--- config.mk ---
export PLATFORM = sky130hd
export DESIGN_NAME = trimmed_mean_window_filter_flat
export DESIGN_NICKNAME = d
export VERILOG_FILES = /design/src/hdl/tmw_pkg.sv /design/src/hdl/tmw_stream_if.sv /design/src/hdl/tmw_ctrl.sv /design/src/hdl/tmw_dp.sv /design/src/hdl/trimmed_mean_window_filter.sv /design/src/flat_wrapper.sv
export SDC_FILE = /design/constraint.sdc
export NUM_CORES = 1
export LEC_CHECK = 0
export ABC_AREA = 1
export BUFFER_PORTS_ARGS = -buffer_cell sky130_fd_sc_hd__buf_4
export CORE_MARGIN = 4
export CORE_UTILIZATION = 55
export CTS_CLUSTER_SIZE = 10
export DETAILED_ROUTE_END_ITERATION = 12
export GPL_TIMING_DRIVEN = 0
export PLACE_DENSITY_LB_ADDON = 0.08
export SYNTH_ARGS = -nofsm -noshare
export SYNTH_HDL_FRONTEND = slang
export SYNTH_SLANG_ARGS = --single-unit
--- constraint.sdc ---
create_clock -name clk -period 4.3 [get_ports clk]
set_input_delay 0.645 -clock clk [delete_from_list [all_inputs] [get_ports clk]]
set_output_delay 0.645 -clock clk [all_outputs]
set_load 0.005 [all_outputs]
--- src/hdl/tmw_pkg.sv ---
// ---------------------------------------------------------------------------
// Trimmed-mean window filter package
// Shared constants, register codes, controller states and the command and
// status bundles that join the controller to the datapath.
// ---------------------------------------------------------------------------
package tmw_pkg;

  // Register widths and reset values.
  localparam int LEN_BITS   = 5;
  localparam int LIMIT_BITS = 24;
  localparam int MIN_LEN    = 3;
  localparam logic [LEN_BITS-1:0]          WINDOW_LEN_RESET  = 5'd5;
  localparam logic signed [LIMIT_BITS-1:0] UPPER_LIMIT_RESET = 24'sd1280000;

  // Configuration port geometry.
  localparam int APB_ADDR_BITS = 3;
  localparam int APB_DATA_BITS = 32;
  localparam int REG_SEL_BIT   = 2;

  // Register codes, selected by one address bit.
  typedef enum logic {
    REG_WINDOW_LEN  = 1'b0,
    REG_UPPER_LIMIT = 1'b1
  } tmw_reg_t;

  // Controller states.
  typedef enum logic [2:0] {
    ST_IDLE,
    ST_WALK,
    ST_DRAIN,
    ST_TRIM,
    ST_DIV,
    ST_FINISH
  } tmw_state_t;

  // Commands from the controller to the datapath.
  typedef struct packed {
    logic store;     // write the accepted word and advance the write index
    logic rd_clear;  // restart the window walk and the accumulators
    logic rd_step;   // read the next window entry
    logic div_load;  // trim the sum and load the divider
    logic div_step;  // one quotient bit
    logic publish;   // compare with the limit and load the output register
  } tmw_cmd_t;

  // Status from the datapath to the controller.
  typedef struct packed {
    logic full;      // window has filled since the last restart
    logic rd_last;   // the read being issued is the last window entry
    logic div_last;  // the divide step being taken is the last one
    logic out_free;  // output register can take a new word this cycle
  } tmw_status_t;

endpackage

--- src/hdl/tmw_stream_if.sv ---
// ---------------------------------------------------------------------------
// Trimmed-mean window filter stream interfaces
// Valid/ready channels for the sample words going in and the result words
// coming out.
// ---------------------------------------------------------------------------
interface tmw_sample_if #(
  parameter int SAMPLE_BITS = 24
);
  logic                          valid;
  logic                          ready;
  logic signed [SAMPLE_BITS-1:0] sample;

  modport source (output valid, output sample, input ready);
  modport sink (input valid, input sample, output ready);
endinterface

interface tmw_result_if #(
  parameter int SAMPLE_BITS = 24
);
  logic                          valid;
  logic                          ready;
  logic signed [SAMPLE_BITS-1:0] filtered;
  logic                          held;

  modport source (output valid, output filtered, output held, input ready);
  modport sink (input valid, input filtered, input held, output ready);
endinterface

--- src/hdl/tmw_ctrl.sv ---
// ---------------------------------------------------------------------------
// Trimmed-mean window filter controller
// Sequences each word through store and, once the window is full, window walk, drain, trim, divide and publish.
// ---------------------------------------------------------------------------
module tmw_ctrl (
  input  logic                 clk,
  input  logic                 rst,
  input  logic                 in_valid,
  output logic                 in_ready,
  input  tmw_pkg::tmw_status_t status,
  output tmw_pkg::tmw_cmd_t    cmd
);
  import tmw_pkg::*;

  tmw_state_t state;
  tmw_state_t state_next;

  // State register.
  always_ff @(posedge clk) begin
    if (rst) begin
      state <= ST_IDLE;
    end else begin
      state <= state_next;
    end
  end

  // Next state.
  always_comb begin
    state_next = state;
    unique case (state)
      ST_IDLE: begin
        if (in_valid && status.full) begin
          state_next = ST_WALK;
        end
      end
      ST_WALK: begin
        if (status.rd_last) begin
          state_next = ST_DRAIN;
        end
      end
      ST_DRAIN: begin
        state_next = ST_TRIM;
      end
      ST_TRIM: begin
        state_next = ST_DIV;
      end
      ST_DIV: begin
        if (status.div_last) begin
          state_next = ST_FINISH;
        end
      end
      ST_FINISH: begin
        if (status.out_free) begin
          state_next = ST_IDLE;
        end
      end
      default: begin
        state_next = ST_IDLE;
      end
    endcase
  end

  // Outputs.
  always_comb begin
    cmd      = '0;
    in_ready = 1'b0;
    unique case (state)
      ST_IDLE: begin
        in_ready     = 1'b1;
        cmd.store    = in_valid;
        cmd.rd_clear = in_valid;
      end
      ST_WALK: begin
        cmd.rd_step = 1'b1;
      end
      ST_DRAIN: begin
        cmd = '0;
      end
      ST_TRIM: begin
        cmd.div_load = 1'b1;
      end
      ST_DIV: begin
        cmd.div_step = 1'b1;
      end
      ST_FINISH: begin
        cmd.publish = status.out_free;
      end
      default: begin
        cmd = '0;
      end
    endcase
  end

endmodule

--- src/hdl/tmw_dp.sv ---
// ---------------------------------------------------------------------------
// Trimmed-mean window filter datapath
// Window memory, sum and extreme tracking, bit-serial divider, limit check
// and the output register.
// ---------------------------------------------------------------------------
module tmw_dp #(
  parameter int SAMPLE_BITS = 24,
  parameter int WINDOW_MAX  = 16
) (
  input  logic                                      clk,
  input  logic                                      rst,
  input  logic                                      restart,
  input  logic [tmw_pkg::LEN_BITS-1:0]              window_len,
  input  logic signed [tmw_pkg::LIMIT_BITS-1:0]     upper_limit,
  input  logic signed [SAMPLE_BITS-1:0]             sample,
  input  logic                                      out_ready,
  input  tmw_pkg::tmw_cmd_t                         cmd,
  output tmw_pkg::tmw_status_t                      status,
  output logic                                      out_valid,
  output logic signed [SAMPLE_BITS-1:0]             filtered,
  output logic                                      held
);
  import tmw_pkg::*;

  localparam int IDX_W    = (WINDOW_MAX > 1) ? $clog2(WINDOW_MAX) : 1;
  localparam int LEN_W    = $clog2(WINDOW_MAX + 1);
  localparam int CLW      = (LEN_BITS > LEN_W) ? LEN_BITS : LEN_W;
  localparam int SUM_BITS = SAMPLE_BITS + $clog2(WINDOW_MAX) + 1;
  localparam int DCW      = $clog2(SUM_BITS);
  localparam int CMP_W    = (SUM_BITS + 1 > LIMIT_BITS) ? SUM_BITS + 1 : LIMIT_BITS;

  logic [CLW-1:0]                len_raw;
  logic [LEN_W-1:0]              eff_len;
  logic [IDX_W-1:0]              write_index;
  logic                          window_full;
  logic [IDX_W-1:0]              wr_pos;
  logic [LEN_W-1:0]              wr_pos_inc;
  logic signed [SAMPLE_BITS-1:0] window_mem [WINDOW_MAX];
  logic [IDX_W-1:0]              rd_addr;
  logic                          rd_valid;
  logic signed [SAMPLE_BITS-1:0] rd_data;
  logic                          acc_first;
  logic signed [SUM_BITS-1:0]    sum;
  logic signed [SAMPLE_BITS-1:0] hi;
  logic signed [SAMPLE_BITS-1:0] lo;
  logic signed [SUM_BITS-1:0]    trim_sum;
  logic [SUM_BITS-1:0]           trim_mag;
  logic                          neg;
  logic [SUM_BITS-1:0]           quo;
  logic [LEN_W-1:0]              rem;
  logic [LEN_W-1:0]              divisor;
  logic [DCW-1:0]                div_cnt;
  logic [LEN_W:0]                rem_shift;
  logic                          quo_bit;
  logic [LEN_W:0]                rem_next;
  logic [SUM_BITS:0]             mean_pos;
  logic signed [SUM_BITS:0]      mean_s;
  logic signed [SAMPLE_BITS-1:0] mean_out;
  logic                          hold;
  logic signed [SAMPLE_BITS-1:0] last_accepted;

  // Effective window length, clamped into the supported range.
  always_comb begin
    len_raw = CLW'(window_len);
    if (len_raw < CLW'(MIN_LEN)) begin
      eff_len = LEN_W'(MIN_LEN);
    end else if (len_raw > CLW'(WINDOW_MAX)) begin
      eff_len = LEN_W'(WINDOW_MAX);
    end else begin
      eff_len = len_raw[LEN_W-1:0];
    end
  end

  // Write position; an index past the window wraps to the start.
  assign wr_pos     = (LEN_W'(write_index) >= eff_len) ? '0 : write_index;
  assign wr_pos_inc = LEN_W'(wr_pos) + LEN_W'(1);

  always_ff @(posedge clk) begin
    if (rst || restart) begin
      write_index <= '0;
      window_full <= 1'b0;
    end else if (cmd.store) begin
      if (wr_pos_inc >= eff_len) begin
        write_index <= '0;
        window_full <= 1'b1;
      end else begin
        write_index <= wr_pos_inc[IDX_W-1:0];
      end
    end
  end

  // Window memory: one write port, one registered read port.
  always_ff @(posedge clk) begin
    if (cmd.store) begin
      window_mem[wr_pos] <= sample;
    end
  end

  always_ff @(posedge clk) begin
    if (cmd.rd_step) begin
      rd_data <= window_mem[rd_addr];
    end
  end

  // Walk address and read-data valid flag.
  always_ff @(posedge clk) begin
    if (rst) begin
      rd_addr  <= '0;
      rd_valid <= 1'b0;
    end else begin
      rd_valid <= cmd.rd_step;
      if (cmd.rd_clear) begin
        rd_addr <= '0;
      end else if (cmd.rd_step) begin
        rd_addr <= rd_addr + IDX_W'(1);
      end
    end
  end

  // Running sum, largest and smallest entry of the window.
  always_ff @(posedge clk) begin
    if (cmd.rd_clear) begin
      acc_first <= 1'b1;
    end else if (rd_valid) begin
      acc_first <= 1'b0;
      if (acc_first) begin
        sum <= SUM_BITS'(rd_data);
        hi  <= rd_data;
        lo  <= rd_data;
      end else begin
        sum <= sum + SUM_BITS'(rd_data);
        if (rd_data > hi) begin
          hi <= rd_data;
        end
        if (rd_data < lo) begin
          lo <= rd_data;
        end
      end
    end
  end

  // Drop both extremes and split into sign and magnitude.
  assign trim_sum = sum - SUM_BITS'(hi) - SUM_BITS'(lo);
  assign trim_mag = trim_sum[SUM_BITS-1] ? SUM_BITS'(-trim_sum) : SUM_BITS'(trim_sum);

  // Restoring divider, one quotient bit per step.
  assign rem_shift = {rem, quo[SUM_BITS-1]};
  assign quo_bit   = (rem_shift >= {1'b0, divisor});
  assign rem_next  = quo_bit ? (rem_shift - {1'b0, divisor}) : rem_shift;

  always_ff @(posedge clk) begin
    if (cmd.div_load) begin
      quo     <= trim_mag;
      rem     <= '0;
      neg     <= trim_sum[SUM_BITS-1];
      divisor <= eff_len - LEN_W'(2);
      div_cnt <= DCW'(SUM_BITS - 1);
    end else if (cmd.div_step) begin
      quo     <= {quo[SUM_BITS-2:0], quo_bit};
      rem     <= rem_next[LEN_W-1:0];
      div_cnt <= div_cnt - DCW'(1);
    end
  end

  // Signed mean, truncated toward zero, and the limit check.
  assign mean_pos = {1'b0, quo};
  assign mean_s   = neg ? $signed(-mean_pos) : $signed(mean_pos);
  assign mean_out = mean_s[SAMPLE_BITS-1:0];
  assign hold     = !(CMP_W'(mean_s) < CMP_W'(upper_limit));

  // Output register and last accepted mean.
  always_ff @(posedge clk) begin
    if (rst) begin
      out_valid     <= 1'b0;
      last_accepted <= '0;
    end else if (cmd.publish) begin
      out_valid <= 1'b1;
      if (!hold) begin
        last_accepted <= mean_out;
      end
    end else if (out_ready) begin
      out_valid <= 1'b0;
    end
  end

  always_ff @(posedge clk) begin
    if (cmd.publish) begin
      filtered <= hold ? last_accepted : mean_out;
      held     <= hold;
    end
  end

  // Status back to the controller.
  assign status.full     = window_full;
  assign status.rd_last  = (LEN_W'(rd_addr) == (eff_len - LEN_W'(1)));
  assign status.div_last = (div_cnt == '0);
  assign status.out_free = !out_valid || out_ready;

endmodule

--- src/hdl/trimmed_mean_window_filter.sv ---
// ---------------------------------------------------------------------------
// Trimmed-mean window filter
// Sliding window of speed samples; outputs the mean without the largest and
// smallest entry, holding the last accepted value when the limit is reached.
// ---------------------------------------------------------------------------
// Usage:
//   samples carries one signed Q15.8 word per item; results carries the
//   filtered value and the held flag. Both are valid/ready channels.
//   Each sample enters a circular window of window_len (3..WINDOW_MAX) entries.
//   The sample that completes the fill gives no result; every later sample
//   gives one result word over the window that includes it.
//   A sample that gives no result is only stored and leaves the block ready
//   for the next. A sample that gives a result passes from acceptance
//   through the walk through the window memory, one entry per cycle, the
//   trim and the one-bit-per-cycle divider to the publish of the result
//   word; no sample is taken meanwhile, and the next can be taken in the
//   same cycle that the result word appears.
//   The result sits in an output register, so a stalled receiver does not
//   stop the next sample from being accepted; the block only waits before
//   publishing if the previous result word is still held.
//   Registers (APB, 4-byte stride): window_len at 0, upper_limit at 4.
//   Writing window_len restarts the fill. Write registers only while idle.
//   Reset (synchronous, rst high) restores register defaults, empties the
//   window and clears the last accepted value to zero.
// ---------------------------------------------------------------------------
module trimmed_mean_window_filter #(
  parameter int SAMPLE_BITS = 24,
  parameter int WINDOW_MAX  = 16
) (
  input  logic                                   clk,
  input  logic                                   rst,
  tmw_sample_if.sink                             samples,
  tmw_result_if.source                           results,
  input  logic                                   psel,
  input  logic                                   penable,
  input  logic                                   pwrite,
  input  logic [tmw_pkg::APB_ADDR_BITS-1:0]      paddr,
  input  logic [tmw_pkg::APB_DATA_BITS-1:0]      pwdata,
  output logic [tmw_pkg::APB_DATA_BITS-1:0]      prdata,
  output logic                                   pready
);
  import tmw_pkg::*;

  logic [LEN_BITS-1:0]          window_len;
  logic signed [LIMIT_BITS-1:0] upper_limit;
  logic                         cfg_wr;
  tmw_reg_t                     reg_sel;
  logic                         restart;
  tmw_cmd_t                     cmd;
  tmw_status_t                  status;

  // Configuration port.
  assign pready  = 1'b1;
  assign cfg_wr  = psel && penable && pwrite && pready;
  assign reg_sel = tmw_reg_t'(paddr[REG_SEL_BIT]);
  assign restart = cfg_wr && (reg_sel == REG_WINDOW_LEN);

  always_ff @(posedge clk) begin
    if (rst) begin
      window_len  <= WINDOW_LEN_RESET;
      upper_limit <= UPPER_LIMIT_RESET;
    end else if (cfg_wr) begin
      unique case (reg_sel)
        REG_WINDOW_LEN:  window_len  <= pwdata[LEN_BITS-1:0];
        REG_UPPER_LIMIT: upper_limit <= pwdata[LIMIT_BITS-1:0];
        default:         window_len  <= window_len;
      endcase
    end
  end

  always_comb begin
    unique case (reg_sel)
      REG_WINDOW_LEN:  prdata = APB_DATA_BITS'(window_len);
      REG_UPPER_LIMIT: prdata = APB_DATA_BITS'($unsigned(upper_limit));
      default:         prdata = '0;
    endcase
  end

  // Controller.
  tmw_ctrl u_ctrl (
    .clk      (clk),
    .rst      (rst),
    .in_valid (samples.valid),
    .in_ready (samples.ready),
    .status   (status),
    .cmd      (cmd)
  );

  // Datapath.
  tmw_dp #(
    .SAMPLE_BITS (SAMPLE_BITS),
    .WINDOW_MAX  (WINDOW_MAX)
  ) u_dp (
    .clk         (clk),
    .rst         (rst),
    .restart     (restart),
    .window_len  (window_len),
    .upper_limit (upper_limit),
    .sample      (samples.sample),
    .out_ready   (results.ready),
    .cmd         (cmd),
    .status      (status),
    .out_valid   (results.valid),
    .filtered    (results.filtered),
    .held        (results.held)
  );

`ifndef NO_ASSERTIONS
  // A new result word is only ever published while the block is busy.
  a_result_from_busy: assert property (@(posedge clk) disable iff (rst)
    $rose(results.valid) |-> !$past(samples.ready))
    else $error("result word appeared without a busy controller");

  // Accepting into a full window must start the walk.
  a_full_goes_busy: assert property (@(posedge clk) disable iff (rst)
    (samples.valid && samples.ready && status.full) |=> !samples.ready)
    else $error("full-window sample did not start processing");

  // Publishing loads the output register.
  a_publish_valid: assert property (@(posedge clk) disable iff (rst)
    cmd.publish |=> results.valid)
    else $error("published word not presented on the result channel");
`endif

endmodule
--- src/flat_wrapper.sv ---
// flat-port wrapper written by rule: the top's interface ports become plain ports
module trimmed_mean_window_filter_flat import tmw_pkg::*;
#(
  parameter int SAMPLE_BITS = 24,
  parameter int WINDOW_MAX  = 16
)
  (clk, rst, psel, penable, pwrite, paddr, pwdata, prdata, pready, samples_valid, samples_sample, samples_ready, results_valid, results_filtered, results_held, results_ready);
  tmw_sample_if #(.SAMPLE_BITS(SAMPLE_BITS)) samples_i ();
  tmw_result_if #(.SAMPLE_BITS(SAMPLE_BITS)) results_i ();
  input  logic clk;
  input  logic rst;
  input  logic psel;
  input  logic penable;
  input  logic pwrite;
  input  logic [tmw_pkg::APB_ADDR_BITS-1:0] paddr;
  input  logic [tmw_pkg::APB_DATA_BITS-1:0] pwdata;
  output logic [tmw_pkg::APB_DATA_BITS-1:0] prdata;
  output logic pready;
  input wire logic [$bits(samples_i.valid)-1:0] samples_valid;
  input wire logic [$bits(samples_i.sample)-1:0] samples_sample;
  output wire logic [$bits(samples_i.ready)-1:0] samples_ready;
  output wire logic [$bits(results_i.valid)-1:0] results_valid;
  output wire logic [$bits(results_i.filtered)-1:0] results_filtered;
  output wire logic [$bits(results_i.held)-1:0] results_held;
  input wire logic [$bits(results_i.ready)-1:0] results_ready;
  assign samples_i.valid = samples_valid;
  assign samples_i.sample = samples_sample;
  assign samples_ready = samples_i.ready;
  assign results_valid = results_i.valid;
  assign results_filtered = results_i.filtered;
  assign results_held = results_i.held;
  assign results_i.ready = results_ready;
  trimmed_mean_window_filter #(.SAMPLE_BITS(SAMPLE_BITS), .WINDOW_MAX(WINDOW_MAX)) u_core (.clk(clk), .rst(rst), .samples(samples_i), .results(results_i), .psel(psel), .penable(penable), .pwrite(pwrite), .paddr(paddr), .pwdata(pwdata), .prdata(prdata), .pready(pready));
endmodule
==> results of run 1 <==
[state kept, by name, indices dropped and copies added, names as in the netlist]
signal / cells
u_core.u_dp.filtered: 24
u_core.u_dp.rd_valid: 1
u_core.u_dp.lo: 24
u_core.window_len: 5
u_core.u_dp.rem: 5
u_core.u_dp.window_full: 1
u_core.u_dp.last_accepted: 24
u_core.u_dp.write_index: 4
u_core.u_ctrl.state: 3
u_core.u_dp.rd_data: 24
u_core.u_dp.div_cnt: 5
u_core.u_dp.held: 1
u_core.u_dp.rd_addr: 4
u_core.u_dp.divisor: 5
u_core.u_dp.window_mem: 384
u_core.u_dp.acc_first: 1
u_core.u_dp.quo: 29
u_core.u_dp.out_valid: 1
u_core.u_dp.sum: 29
u_core.upper_limit: 24
u_core.u_dp.hi: 24
u_core.u_dp.neg: 1
[worst max path at each step]
stage,start,endpoint,cells past startpoint
6_report,u_core.u_dp.quo[0],u_core.u_dp.last_accepted[14],23
5_1_grt,u_core.u_dp.quo[0],u_core.u_dp.last_accepted[13],23
4_1_cts,u_core.u_dp.quo[0],u_core.u_dp.last_accepted[2],24
3_5_place_dp,u_core.u_dp.quo[0],u_core.u_dp.last_accepted[6],23
3_3_place_gp,u_core.window_len[2],u_core.u_dp.window_mem[4][15],10
2_1_floorplan,u_core.window_len[2],u_core.u_dp.window_mem[3][0],12
[power by group]
group	switching [µW]	internal [µW]	total, µW	leakage, µW
Sequential	34.2	6640	6680	0.00555
Clock	2440	3290	5730	0.00105
Combinational	444	222	666	0.00785
Total	2920	10200	13100	0.0145
[what timing repair did]
action | CTS | global route
pin swaps | 0 | 9
buffers inserted | 2 | 6
resized for setup | 4 | 27
setup endpoints to repair | 48 | 63
[logic make-up (layout without fill, tap and decap cells)]
kind of cell               after synthesis  count (layout)  synth area share, %
DFF                                    623             623                56.12
other                                    2              11              0.02351
adders and majority gates              187             187                8.029
buffers and inverters                  467             714                5.698
AOI/OAI and AO/OA                      572             572                10.84
xor gates and xnor gates                63              63                1.751
and+or+nand+nor                       1157            1157                15.25
muxes                                   73              73                2.287
[through the flow]
step,area (µm²),worst slack (ns),hold slack (ns)
3_3_place_gp,33720,-2.497,0.4498
5_1_grt,36580,-0.07907,0.2435
4_1_cts,36430,0.04216,0.2223
6_report,36580,0.1720,0.2437
2_1_floorplan,31980,0.1028,0.4118
3_5_place_dp,34210,-0.1753,0.4654
[synthesized netlist by cell type (all sizes together), types with 5 or more instances]
| cell | n | area share, % |
|---|---|---|
| a21o | 8 | 0.19 |
| a21oi | 149 | 2.4 |
| a31oi | 7 | 0.14 |
| buf | 30 | 0.56 |
| clkbuf | 93 | 1.1 |
| clkinv | 5 | 0.059 |
| dfxtp | 78 | 4.9 |
| edfxtp | 545 | 51 |
| fa | 30 | 1.9 |
| ha | 157 | 6.1 |
| inv | 339 | 4.0 |
| mux2i | 73 | 2.3 |
| nand2 | 583 | 7.0 |
| nand3 | 151 | 2.5 |
| nand3b | 10 | 0.23 |
| nand4 | 24 | 0.47 |
| nor2 | 333 | 4.0 |
| nor3 | 33 | 0.58 |
| o211ai | 30 | 0.70 |
| o21a | 11 | 0.26 |
| o21ai | 241 | 3.8 |
| o21bai | 7 | 0.16 |
| o221ai | 79 | 2.2 |
| o31ai | 5 | 0.13 |
| o32ai | 23 | 0.63 |
| or2 | 14 | 0.27 |
| xnor2 | 19 | 0.54 |
| xor2 | 44 | 1.2 |
[per-layer routing]
layer	GRT usage, %	vias up	part of all wire (%)
met5	0	-	0.030
met4	11.46	4	4.3
met3	4.051	242	6.6
met2	48.83	975	50
met1	35.51	11701	40
li1	-	11387	-
[worst min-delay path: cells and delay by family]
| kind | cells | cell delay [ns] |
|---|---|---|
| buf+inv | 1 | 0.07 |
| compound gates | 2 | 0.11 |
[layout make-up]
type	count	area [µm²]	share of cell area, %
repair buffers	136	1244	3.400
clock buffers	100	1979	5.411
multi-input cells	2062	12440	34.01
flip-flops and latches	623	17930	49.00
diodes	1	2.502	0.006840
clock inverters	11	205.2	0.5609
plain buffers	123	534.3	1.460
well taps	765	957.2	2.616
inverters	344	1291	3.530
==> results.py, run 1 <==
metrics = {
    "synthesis": {
        "syn_area_um2": 31950,
        "ys_seq_area_share_pct": 56.12,
        "ys_warn_count": 0,
        "synth_edf_count": 545,
        "async_flop_share_pct": 0,
        "synth_flop_cell": "edfxtp_1",
        "ys_ff_latch": 623,
        "synth_cell_types": 57,
        "syn_inst": 3144,
        "syn_avg_cell_area_um2": 10.16,
    },
    "detailed_routing": {
        "vias_per_cell": 5.836,
        "ant_nets": 0,
        "routed_wl_mm": 89.35,
        "wire_per_inst_um": 21.45,
        "drt-initial-drc-count": 2262,
        "drc": 0,
        "vias": 24309,
        "drt-pass1-iter-count": 5,
    },
    "setup_path": {
        "cp_slowest_cell": "edfxtp_1",
        "critical_path_buf_inv_count": 5,
        "crit_family": "simple AND/OR/NAND/NOR gates",
        "startpoint_type": "flop",
        "r2r-start": "u_core.u_dp.quo[0]",
        "path_cells": "inv_2, ha_1, inv_1, nor3_4, nand2_2, nor3_4, nand4_1, nor2_2, a21oi_1, nor2_2, o21ai_0, xor2_1, ha_1, nand4_1, nor3_2, nand3_1, nand3b_1, buf_4, clkbuf_2, nand3_1, nand2_1, o21ai_0, inv_1",
        "rrSetupSlack_ns": 0.17,
        "r2r_end": "u_core.u_dp.last_accepted[14]",
        "slowest_delay_ns": 0.43,
        "cp_max_fo": 10,
        "cp_data_arrival_time_ns": 4.69,
        "critical_path_required_ns": 4.86,
        "end_kind": "flop",
        "path_class": "reg -> reg",
        "reg2regPathDepth": 23,
    },
    "grt": {
        "grt_pass1_vias": 24018,
        "grt_pass1_wl_mm": 136.3,
        "antenna_found_initial": 3,
        "overflow": 0,
        "grt.total_usage_pct": 28.06,
        "grt_max_degree": 35,
    },
    "hold_path": {
        "holdPathStages": 3,
        "min_to": "u_core.upper_limit[16]",
        "hold_class": "in -> reg",
        "hold_start": "pwdata[16]",
    },
    "finish": {
        "fin_cells": 4165,
        "fillers": 4571,
        "final_core_util_pct": 63.53,
        "syn_to_final_growth_pct": 14.51,
        "drive_above_1_share_pct": 10.00,
        "layout_commonest_cell": "nand2_1",
        "final_cell_mix": "nand2_1 (564), edfxtp_1 (545), inv_1 (337)",
        "finalNetCount": 3617,
    },
    "job": {
        "maxCapViolCount": 0,
    },
    "pwr": {
        "p_total_uw": 13070,
        "p_leak_uw": 0.01445,
        "peakVddDrop_mv": 0.3766,
        "cellPowerDensity_nw_per_um2": 357.4,
    },
    "timing": {
        "period_minus_slack_ns": 4.128,
        "finalCritPeriodShare_pct": 96.00,
        "finalSetupTns_ns": 0,
        "setup_viol": 0,
        "relSlewSlack_pct": 16.40,
        "finalClockSkew_ns": 0.02985,
        "hold_viol_final": 0,
        "clock.fmax_mhz": 242.2,
        "worst_pin_slew_ns": 1.251,
        "maxSlewViolCount": 0,
    },
    "status": {
        "outcome": "complete, no violations",
    },
    "floorplanning": {
        "dieArea_um2": 62010,
        "start_util_pct": 55.48,
        "die_w_um": 249.0,
        "num_io_pins": 126,
        "row_count": 88,
        "die_h_um": 249.0,
        "core_um2": 57590,
    },
    "place": {
        "dp_cells": 4044,
        "gp_congestion": 0.8689,
        "dp_hpwl_mm": 64.04,
        "io_buffers": 105,
    },
    "clock_tree": {
        "cts_root_buf": "clkbuf_16",
        "htreeDepth": 3,
        "numCtsBuffers": 74,
        "clk_pin_slew_ns": 0.06,
        "cts_tree": "built",
        "cts.sinks": 623,
        "cts.path.max_buffers": 3,
        "cts_hold_buf": 0,
        "clkLatencyLatePin_ns": 0.63,
    },
}
Note: power is estimated with default switching activity, not from simulation.
==> run 2: changes to the inputs <==
--- a/config.mk
+++ b/config.mk
@@ -6,13 +6,15 @@
 export NUM_CORES = 1
 export LEC_CHECK = 0
 export ABC_AREA = 1
-export BUFFER_PORTS_ARGS = -buffer_cell sky130_fd_sc_hd__buf_4
+export BUFFER_PORTS_ARGS = -buffer_cell sky130_fd_sc_hd__buf_2
+export CORE_ASPECT_RATIO = 1.1
 export CORE_MARGIN = 4
 export CORE_UTILIZATION = 55
 export CTS_CLUSTER_SIZE = 10
 export DETAILED_ROUTE_END_ITERATION = 12
 export GPL_TIMING_DRIVEN = 0
 export PLACE_DENSITY_LB_ADDON = 0.08
+export SLEW_MARGIN = 20
 export SYNTH_ARGS = -nofsm -noshare
 export SYNTH_HDL_FRONTEND = slang
 export SYNTH_SLANG_ARGS = --single-unit
==> results.py, run 2 (synthesis results as in run 1) <==
metrics = {
    "detailed_routing": {
        "drt-pass1-iter-count": 5,
        "vias_per_cell": 5.833,
        "drt-initial-drc-count": 2295,
        "drc": 0,
        "wire_per_inst_um": 21.76,
        "ant_nets": 0,
        "routed_wl_mm": 90.90,
        "vias": 24364,
    },
    "timing": {
        "layout_setup_ws_ns": 0.1426,
        "hold_viol_final": 0,
        "setup_viol": 0,
        "rsz0062_at_grt": "true",
        "finalCritPeriodShare_pct": 96.68,
        "period_minus_slack_ns": 4.157,
        "maxSlewViolCount": 0,
        "finalClockSkew_ns": 0.04051,
        "relSlewSlack_pct": 29.75,
        "clock.fmax_mhz": 240.5,
        "worst_pin_slew_ns": 1.054,
    },
    "place": {
        "dp_hpwl_mm": 65.67,
        "gp_congestion": 0.9267,
        "dp_cells": 4036,
        "place_ws_ns": -0.06495,
        "io_buffers": 105,
    },
    "clock_tree": {
        "clk_pin_slew_ns": 0.06,
        "cts.sinks": 623,
        "cts_tree": "built",
        "cts_hold_buf": 0,
        "numCtsBuffers": 75,
        "cts.path.max_buffers": 3,
        "htreeDepth": 3,
        "clkLatencyLatePin_ns": 0.63,
        "cts_root_buf": "clkbuf_16",
    },
    "grt": {
        "overflow": 0,
        "grt_max_degree": 35,
        "grt_pass1_wl_mm": 137.4,
        "grt.total_usage_pct": 28.75,
        "antenna_found_initial": 1,
        "grt_pass1_vias": 24284,
    },
    "setup_path": {
        "r2r-start": "u_core.u_dp.quo[0]",
        "cp_data_arrival_time_ns": 4.51,
        "cp_slowest_cell": "edfxtp_1",
        "critical_path_required_ns": 4.65,
        "end_kind": "flop",
        "cp_max_fo": 11,
        "reg2regPathDepth": 22,
        "path_cells": "inv_2, ha_1, inv_1, nor3_2, nand2_2, nor3_4, nand4_1, nor2_2, a21oi_2, nor2_1, buf_4, xnor2_1, ha_1, nand2_2, o21a_1, o221ai_1, a21oi_2, nand3b_1, buf_4, buf_4, nand3_1, nand2_1",
        "path_common_cell": "buf_4",
        "critical_path_buf_inv_count": 5,
        "crit_start": "u_core.u_dp.quo[0]",
        "slowest_delay_ns": 0.42,
        "crit_cells": 22,
        "r2r_end": "u_core.u_dp.filtered[22]",
        "path_class": "reg -> reg",
        "rrSetupSlack_ns": 0.14,
        "startpoint_type": "flop",
        "crit_family": "simple AND/OR/NAND/NOR gates",
        "crit_path_end": "u_core.u_dp.filtered[22]",
    },
    "finish": {
        "finalNetCount": 3625,
        "syn_to_final_growth_pct": 14.12,
        "layout_commonest_cell": "nand2_1",
        "fillers": 4699,
        "largest_register_ffs": 384,
        "final_cell_mix": "nand2_1 (564), edfxtp_1 (545), inv_1 (335)",
        "reg_top3": "u_core.u_dp.window_mem x384, u_core.u_dp.quo x29, u_core.u_dp.sum x29",
        "drive_above_1_share_pct": 10.34,
        "fin_cells": 4177,
        "top_register": "u_core.u_dp.window_mem",
    },
    "hold_path": {
        "hold_class": "in -> reg",
    },
    "floorplanning": {
        "die_h_um": 260.8,
        "dieArea_um2": 62010,
        "start_util_pct": 55.62,
        "row_count": 92,
        "core_um2": 57440,
        "die_w_um": 237.8,
        "num_io_pins": 126,
    },
    "status": {
        "outcome": "complete, no violations",
    },
    "pwr": {
        "cellPowerDensity_nw_per_um2": 363.4,
        "p_leak_uw": 0.01446,
        "peakVddDrop_mv": 0.3450,
        "p_total_uw": 13250,
    },
    "job": {
        "maxCapViolCount": 0,
    },
}
run 2: changes by cell type in the layout (fill, tap and decap cells not counted), moves of 4 or more:
cell | before | now
buf_2 | 14 | 117
buf_4 | 123 | 35
clkbuf_1 | 113 | 127
buf_6 | 10 | 5
buf_16 | 2 | 6
o21ai_0 | 218 | 214
run 2: power by group:
| group | internal [µW] | total (µW) | switching (µW) |
|---|---|---|---|
| registers | 6640 | 6670 | 32.8 |
| clock network | 3450 | 5920 | 2470 |
| logic | 214 | 660 | 447 |
| total | 10300 | 13200 | 2950 |
run 2: how the worst min path moves through the flow:
stage / start / to / slack, ns / cells after the start
final: pwdata[11] / u_core.upper_limit[11] / 0.25 / 3
after global routing: pwdata[2] / u_core.window_len[2] / 0.26 / 3
after CTS: pwdata[11] / u_core.upper_limit[11] / 0.24 / 3
after detailed placement: u_core.u_dp.write_index[0] / u_core.u_dp.write_index[0] / 0.46 / 2
after global placement: u_core.u_dp.div_cnt[0] / u_core.u_dp.div_cnt[0] / 0.45 / 2
after floorplan: u_core.u_dp.rd_valid / u_core.u_dp.acc_first / 0.41 / 1
run 2: metrics by stage:
step,area [µm²],hold slack [ns],setup TNS [ns],utilization (%)
after floorplan,31980,0.4118,0,-
after global placement,33440,0.4496,-387.37,58.22
after detailed placement,34000,0.4565,-0.2852,59.20
after CTS,36310,0.2359,0,63.21
after global routing,36450,0.2555,-3.361,63.46
final,36460,0.2536,0,63.47
run 2: what timing repair did:
item | CTS | global route
pin swaps | 0 | 13
endpoints found under the setup margin | 40 | 68
setup buffers | 2 | 10
gates resized for setup | 4 | 36
run 2: layout make-up:
class / instances / area [µm²] / share of cell area (%)
Sequential cell: 623 / 17930 / 49.17
Multi-Input combinational cell: 2062 / 12430 / 34.09
Clock buffer: 118 / 2111 / 5.790
Inverter: 344 / 1291 / 3.542
Timing Repair Buffer: 144 / 1042 / 2.859
Tap cell: 752 / 940.9 / 2.581
Buffer: 122 / 545.5 / 1.496
Clock inverter: 11 / 166.4 / 0.4565
Antenna cell: 1 / 2.502 / 0.006864
run 2: routing by layer:
metal	share of wire (%)	track usage, %	wire [µm]
met1	38	35.05	34990
met2	50	50.47	45880
met4	4.5	13.07	4053
met3	6.6	4.523	5960
met5	0.014	0	13
run 2: tightest hold or removal path, delay by kind of cell:
family | cells | cell delay (ns)
buf+inv | 1 | 0.08
compound gates | 2 | 0.11
